==> src/rtl/core/cancellable_timer_queue_macros.svh <==
// assertion macros shared by the timer queue rtl
// expects clk and rst_n in the scope of the module that uses them
`ifndef CANCELLABLE_TIMER_QUEUE_MACROS_SVH
`define CANCELLABLE_TIMER_QUEUE_MACROS_SVH

// same-cycle implication, off while reset is low
`define CTQ_ASSERT_NOW(lbl, ante, cons, msg) \
  lbl: assert property (@(posedge clk) disable iff (!rst_n) (ante) |-> (cons)) else $error(msg);

// next-cycle implication, off while reset is low
`define CTQ_ASSERT_NEXT(lbl, ante, cons, msg) \
  lbl: assert property (@(posedge clk) disable iff (!rst_n) (ante) |=> (cons)) else $error(msg);

`endif

==> src/rtl/core/ctq_pkg.sv <==
// types, codes and fixed widths for the timer queue
// no dependencies
package ctq_pkg;

  localparam int ID_W        = 32;
  localparam int TIME_W      = 48;
  localparam int MAX_RESULTS = 32;
  localparam int CNT_W       = $clog2(MAX_RESULTS + 1);

  // input opcodes
  localparam logic [1:0] OP_SCHEDULE = 2'd0;
  localparam logic [1:0] OP_CANCEL   = 2'd1;
  localparam logic [1:0] OP_TICK     = 2'd2;
  localparam logic [1:0] OP_UNUSED   = 2'd3;

  // result kinds
  localparam logic [1:0] KIND_ACK       = 2'd0;
  localparam logic [1:0] KIND_FIRED     = 2'd1;
  localparam logic [1:0] KIND_IDLE_TICK = 2'd2;

  // acknowledgement status codes
  localparam logic [1:0] STATUS_OK       = 2'd0;
  localparam logic [1:0] STATUS_REPLACED = 2'd1;
  localparam logic [1:0] STATUS_FULL     = 2'd2;
  localparam logic [1:0] STATUS_ABSENT   = 2'd3;

  // one queue entry
  typedef struct packed {
    logic [TIME_W-1:0] fire_t;
    logic [ID_W-1:0]   id;
    logic              active;
  } ctq_entry_t;

  // command broadcast to every cell
  typedef struct packed {
    logic              clear_en;
    logic              insert_en;
    logic              pop_en;
    logic [ID_W-1:0]   id;
    logic [TIME_W-1:0] fire_t;
  } ctq_cmd_t;

endpackage

==> src/rtl/core/ctq_cell.sv <==
// one slot of the sorted alarm chain: holds an entry, clears on id match,
// takes its lower neighbor on insert shift and its upper neighbor on pop; uses ctq_pkg
module ctq_cell
  import ctq_pkg::*;
(
  input  logic       clk,
  input  ctq_cmd_t   cmd,
  input  logic       own_occ,
  input  logic       prev_occ,
  input  logic       prev_gt,
  input  ctq_entry_t prev_ent,
  input  ctq_entry_t next_ent,
  output ctq_entry_t ent_o,
  output logic       gt_o,
  output logic       hit_o
);

  ctq_entry_t ent_r;
  ctq_entry_t ent_nxt;
  ctq_entry_t new_ent;

  // id match clears the active mark
  assign hit_o = cmd.clear_en && own_occ && ent_r.active && (ent_r.id == cmd.id);

  always_comb begin
    ent_o = ent_r;
    if (hit_o) begin
      ent_o.active = 1'b0;
    end
  end

  // later than the incoming time: this entry moves up one slot
  assign gt_o = own_occ && (ent_r.fire_t > cmd.fire_t);

  assign new_ent = '{fire_t: cmd.fire_t, id: cmd.id, active: 1'b1};

  // next entry
  always_comb begin
    ent_nxt = ent_o;
    if (cmd.insert_en) begin
      if (prev_gt) begin
        ent_nxt = prev_ent;
      end else if (gt_o || (!own_occ && prev_occ)) begin
        ent_nxt = new_ent;
      end
    end else if (cmd.pop_en) begin
      ent_nxt = next_ent;
    end
  end

  always_ff @(posedge clk) begin
    ent_r <= ent_nxt;
  end

endmodule

==> config.mk <==
export PLATFORM = sky130hd
export DESIGN_NAME = ctq_cell
export DESIGN_NICKNAME = d
export VERILOG_FILES = /design/src/rtl/core/cancellable_timer_queue_macros.svh /design/src/rtl/core/ctq_pkg.sv /design/src/rtl/core/ctq_cell.sv
export SDC_FILE = /design/constraint.sdc
export NUM_CORES = 1
export LEC_CHECK = 0
export BUFFER_PORTS_ARGS = -buffer_cell sky130_fd_sc_hd__clkbuf_2
export CAP_MARGIN = 20
export CORE_AREA = 2 2 128 130
export CTS_CLUSTER_SIZE = 20
export DETAILED_ROUTE_END_ITERATION = 8
export DIE_AREA = 0 0 130 132
export GPL_TIMING_DRIVEN = 0
export MAX_ROUTING_LAYER = met4
export PLACE_DENSITY = 0.71
export SLEW_MARGIN = 20
export SYNTH_ARGS = -nofsm -noshare
export SYNTH_HDL_FRONTEND = slang
export SYNTH_SLANG_ARGS = --single-unit
==> constraint.sdc <==
create_clock -name clk -period 6.7 [get_ports clk]
set_input_delay 0.335 -clock clk [delete_from_list [all_inputs] [get_ports clk]]
set_output_delay 0.335 -clock clk [all_outputs]
set_load 0.01 [all_outputs]
==> results of run 1 <==
-- critical path, stage by stage (launching register included) --
cell and delay (ns):
edfxtp_1 0.42, ha_1 0.32, nand4_1 0.16, nor4_1 0.65, nand2_1 0.10, a2111oi_0 0.53, o41ai_2 0.23, nand2_1 0.18
o22a_4 0.52, buf_12 0.32
-- stage by stage --
step / total power [W] / cells / setup WS (ns)
2_1_floorplan: 0.000966 / 585 / 2.39
3_3_place_gp: 0.00118 / 1131 / 0.839
3_5_place_dp: 0.00119 / 1132 / 2.79
4_1_cts: 0.00172 / 1148 / 2.83
5_1_grt: 0.00179 / 1148 / 2.70
6_report: 0.00171 / 1148 / 2.89
-- final cells by class --
cell class	instances	area [um^2]	share of cell area [%]
Tap cell	216	270	3.21
Clock inverter	7	83.8	0.997
Clock buffer	9	225	2.68
Buffer	115	754	8.97
Inverter	52	195	2.32
Timing Repair Buffer	331	1670	19.9
Multi-Input combinational cell	337	2780	33.1
Sequential cell	81	2420	28.8
-- cell usage after synthesis (all sizes together) --
library cell and number:
a2111oi 1, a211o 1, a21boi 1, a21o 4, a21oi 18, a221o 80
a221oi 3, a41o 1, and2 1, and3 79, and4 2, buf 88
clkbuf 27, dfxtp 1, edfxtp 80, ha 48, inv 52, nand2 11
nand2b 2, nand3 9, nand3b 1, nand4 16, nor2 2, nor2b 2
nor3 2, nor4 5, o211ai 2, o21ai 4, o22a 1, o22ai 1
o311a 2, o31a 1, o31ai 1, o41ai 1, or2 1, or3 1
or4 1, xnor2 16, xor2 16
-- state kept, by name, indices dropped and copies added, names as in the netlist --
| signal | cells |
|---|---|
| ent_o | 80 |
| ent_r | 1 |
-- metal layers --
metal / up-vias / global-route usage [%] / wire length (um)
met1: 2770 / 28.4 / 8360
met4: 0 / 9.92 / 716
met3: 40 / 3.25 / 1240
li1: 2866 / - / -
met2: 270 / 41.5 / 10600
met5: - / - / 0
-- path summary, 6_finish.rpt --
kind	startpoint	endpoint	slack, ns	cells past startpoint
worst min register to register	ent_r[0]$_DFF_P_	ent_r[0]$_DFF_P_	0.60	3
worst max register to register	ent_o[79]$_DFFE_PP_	ent_o[61]$_DFFE_PP_	2.89	9
worst min-delay path	next_ent[46]	ent_o[46]$_DFFE_PP_	0.29	2
worst max-delay path	ent_o[79]$_DFFE_PP_	ent_o[61]$_DFFE_PP_	2.89	9
-- kinds of logic after synthesis --
family | share of synthesized area, %
buf+inv | 15.4
flops | 39.4
simple gates | 13.1
compound gates | 17.7
fa+ha+maj | 9.77
xor+xnor | 4.56
-- power groups by stage --
stage	clock network [W]	logic, W	registers [W]
floorplan	0	0.000295	0.000671
global placement	0	0.000499	0.000682
detailed placement	0	0.000507	0.000679
CTS	0.000540	0.000509	0.000670
global route	0.000557	0.000553	0.000677
finish	0.000530	0.000506	0.000670
==> flow_summary.ini, run 1 <==
[run_status]
status = finished, final reports clean

[sta]
max_freq_mhz = 263
hold_ws_ns = 0.292
worst_clock_skew_ns = 0.00884
slew_headroom_pct = 46.0
final.setup.tns_ns = 0
rsz0062_at_grt = false
finalHoldViolCount = 0
worst_pin_slew_ns = 0.811
slew_violations = 0
period_share_pct = 56.8
period_minus_slack_ns = 3.81
setup_viol = 0

[logic_synthesis]
synth_top_area_share_pct = 39.1
syn_nets = 882
yosysUniqueCellTypes = 42
yosys_warnings = 0
synth_top_area_cell = edfxtp_1
yosys_register_bits = 81
synthTopCellsByArea = edfxtp_1 (39%), a221o_1 (13%), buf_4 (9.8%)
yosysSeqAreaShare_pct = 39.4
syn_inst = 585
synth_area_um2 = 6150
syn_area_per_cell_um2 = 10.5

[grt]
grt_overflow = 0
antenna_found_initial = 0
grt_max_degree = 43
grt_pass1_vias = 5950
grt_pass1_wl_um = 30800
grt_use_total_pct = 24.2

[layout]
nets = 1224
layout_commonest_cell = clkbuf_2
final_cell_mix = clkbuf_2 (330), a221o_1 (80), buf_4 (80), edfxtp_1 (80), and3_1 (79)
nFillCells = 1471
area_growth_pct = 36.8
drive_gt1_share_pct = 46.7
fin_area_um2 = 8410
post-route-util_pct = 53.5
antennaDiodeCount = 0

[clock_tree]
cts_made_buffers = 9
ctsResizeCount = 0
clk_pin_slew_ns = 0.06
cts_buffer_depth = 2
cts.sinks = 81
clk_latency_ns = 0.34
postCtsHoldBufs = 0
cts-root-buf = clkbuf_16
post_cts_buffers = 0
cts_max_level = 3
cts_tree = built

[routing]
firstDrtPassIters = 4
wl_per_cell_um = 18.2
routed_wl_um = 20900
vias = 5946
drt_iter0_markers = 319
drc = 0
via_per_inst = 5.18
ant_nets = 0

[floorplanning]
die-width_um = 130
dieArea_um2 = 17200
dieHeight_um = 132
num_io_pins = 332
coreArea_um2 = 15700
fp-row-count = 46
initial_core_util_pct = 39.1

[power]
switching_power_w = 0.000487
power.leakage_nw = 4.54
seqPwrFrac_pct = 39.3
p_int_w = 0.00122
combPwrFrac_pct = 29.7
power_density_nw_per_um2 = 203
clockPowerShare_pct = 31.1
swShare_pct = 28.6
ir_drop_v = 0.000105

[worst_setup_path]
cp-end-kind = flip-flop
startpoint_type = flip-flop
critPathMaxFanout = 42
crit_type = reg -> reg
cp.required_ns = 6.72
arrival_ns = 3.83

[place]
portBuffers = 330
place_congestion = 0.931
dp_hpwl_um = 17200
place_area_um2 = 8100

[job]
drv_cap = 0

[hold_path]
hold_path_class = in -> reg
No activity file was read; power rests on OpenSTA's default activity.
==> run 2: changes to the inputs <==
CORE_AREA = 2 2 130 132   (was 2 2 128 130)
DIE_AREA = 0 0 132 134   (was 0 0 130 132)
PLACE_DENSITY = 0.69   (was 0.71)
clock period = 3.61 ns   (was 6.7 ns; I/O delays follow)
==> run 2 against run 1 <==
Clock skew grew 0.0027 ns. Largest power group unchanged. Setup slack lost 2.7 ns. Largest cell class unchanged. Critical path depth grew 1. Non-clock buffer count is the same. Critical path type unchanged. Die area grew 3.1%.
==> flow_summary.ini, run 2 (synthesis results as in run 1) <==
[clock_tree]
cts_buffer_depth = 2
cts-root-buf = clkbuf_16
cts_max_level = 3
cts.sinks = 81
post_cts_buffers = 0
cts_tree = built
clk_latency_ns = 0.35
postCtsHoldBufs = 0
cts_made_buffers = 9
clk_pin_slew_ns = 0.07

[layout]
fin_area_um2 = 8440
largest_reg_flops = 80
final_cell_mix = clkbuf_2 (330), a221o_1 (80), buf_4 (80), edfxtp_1 (80), and3_1 (79)
drive_gt1_share_pct = 47.3
post-route-util_pct = 51.8
area_growth_pct = 37.3
nFillCells = 1549
nets = 1225
layout_commonest_cell = clkbuf_2
antennaDiodeCount = 0
stdcell_count = 1153

[worst_setup_path]
cp.required_ns = 3.69
cp-end-kind = flip-flop
crit_type = reg -> reg
startpoint_type = flip-flop
arrival_ns = 3.49
critPathMaxFanout = 10

[grt]
grt_overflow = 0
grt_pass1_vias = 6019
grt_max_degree = 54
antenna_found_initial = 0
grt_use_total_pct = 24.4
grt_pass1_wl_um = 32200

[routing]
vias = 5953
ant_nets = 0
routed_wl_um = 21300
via_per_inst = 5.16
drc = 0
drt_iter0_markers = 265
wl_per_cell_um = 18.5
firstDrtPassIters = 4

[sta]
period_share_pct = 94.3
setup_viol = 0
max_freq_mhz = 294
rsz0062_at_grt = false
slew_headroom_pct = 55.0
setup_slack_ns = 0.204
period_minus_slack_ns = 3.41
worst_clock_skew_ns = 0.0116
slew_violations = 0
finalHoldViolCount = 0
worst_pin_slew_ns = 0.675

[power]
ir_drop_v = 0.000243
switching_power_w = 0.000929
finalPower_w = 0.00313
clockPowerShare_pct = 30.2
p_int_w = 0.00220
combPwrFrac_pct = 30.1
power.leakage_nw = 4.54
swShare_pct = 29.7
power_density_nw_per_um2 = 371
seqPwrFrac_pct = 39.7

[floorplanning]
coreArea_um2 = 16300
die-width_um = 132
initial_core_util_pct = 37.7
dieHeight_um = 134
fp-row-count = 47
dieArea_um2 = 17700
num_io_pins = 332

[job]
drv_cap = 0

[place]
place_area_um2 = 8110
pre_cts_ws_ns = -0.350
dp_hpwl_um = 17200
post-place-cells = 1136
portBuffers = 330
place_congestion = 0.902

[run_status]
status = finished, final reports clean

[hold_path]
hold_path_class = in -> reg
run 2: what timing repair did:
| item | 4_1_cts | 5_1_grt |
|---|---|---|
| cloned | 1 | 0 |
| setup endpoints to repair | 159 | 88 |
| pin swaps | 1 | 0 |
| resized for setup | 3 | 1 |
run 2: worst max-delay path, stage by stage, from the launching register on:
cell and delay (ns):
edfxtp_1 0.39, ha_1 0.31, a21o_1 0.17, a221o_1 0.32
a221oi_1 0.30, o211ai_1 0.14, o41ai_2 0.49, a21oi_2 0.28
buf_6 0.22, buf_6 0.14, a221o_1 0.36
run 2: final timing paths:
| path | end | slack (ns) | cells past startpoint | startpoint |
|---|---|---|---|---|
| setup / recovery | ent_o[78]$_DFFE_PP_ | 0.20 | 10 | ent_o[38]$_DFFE_PP_ |
| setup reg to reg | ent_o[78]$_DFFE_PP_ | 0.20 | 10 | ent_o[38]$_DFFE_PP_ |
| hold reg to reg | ent_r[0]$_DFF_P_ | 0.59 | 3 | ent_r[0]$_DFF_P_ |
| hold / removal | ent_o[61]$_DFFE_PP_ | 0.13 | 2 | next_ent[61] |
run 2: routing by layer:
layer	wire length, um	global-route usage (%)
met3	1580	4.76
met2	11000	43.7
met1	8250	27.3
met5	0	-
met4	509	8.33
run 2: power groups by stage:
stage	clock network, W	logic [W]	registers, W
final	0.000947	0.000942	0.00124
after global routing	0.00100	0.00104	0.00126
after CTS	0.000965	0.000950	0.00124
after detailed placement	0	0.000939	0.00126
after global placement	0	0.000924	0.00126
after floorplan	0	0.000548	0.00124
run 2: stage by stage:
stage	hold WS (ns)	setup TNS, ns
floorplan	0.375	0
global placement	0.482	-79.29
detailed placement	0.482	-34.42
CTS	0.115	0
global route	0.124	0
finish	0.129	0
run 2: final cells by class:
type / instances / area, um^2 / area share (%)
Sequential cell: 81 / 2420 / 28.7
Multi-Input combinational cell: 338 / 2820 / 33.4
Tap cell: 220 / 275 / 3.26
Inverter: 52 / 195 / 2.31
Clock inverter: 6 / 67.6 / 0.801
Clock buffer: 10 / 229 / 2.71
Timing Repair Buffer: 331 / 1680 / 19.9
Buffer: 115 / 754 / 8.94
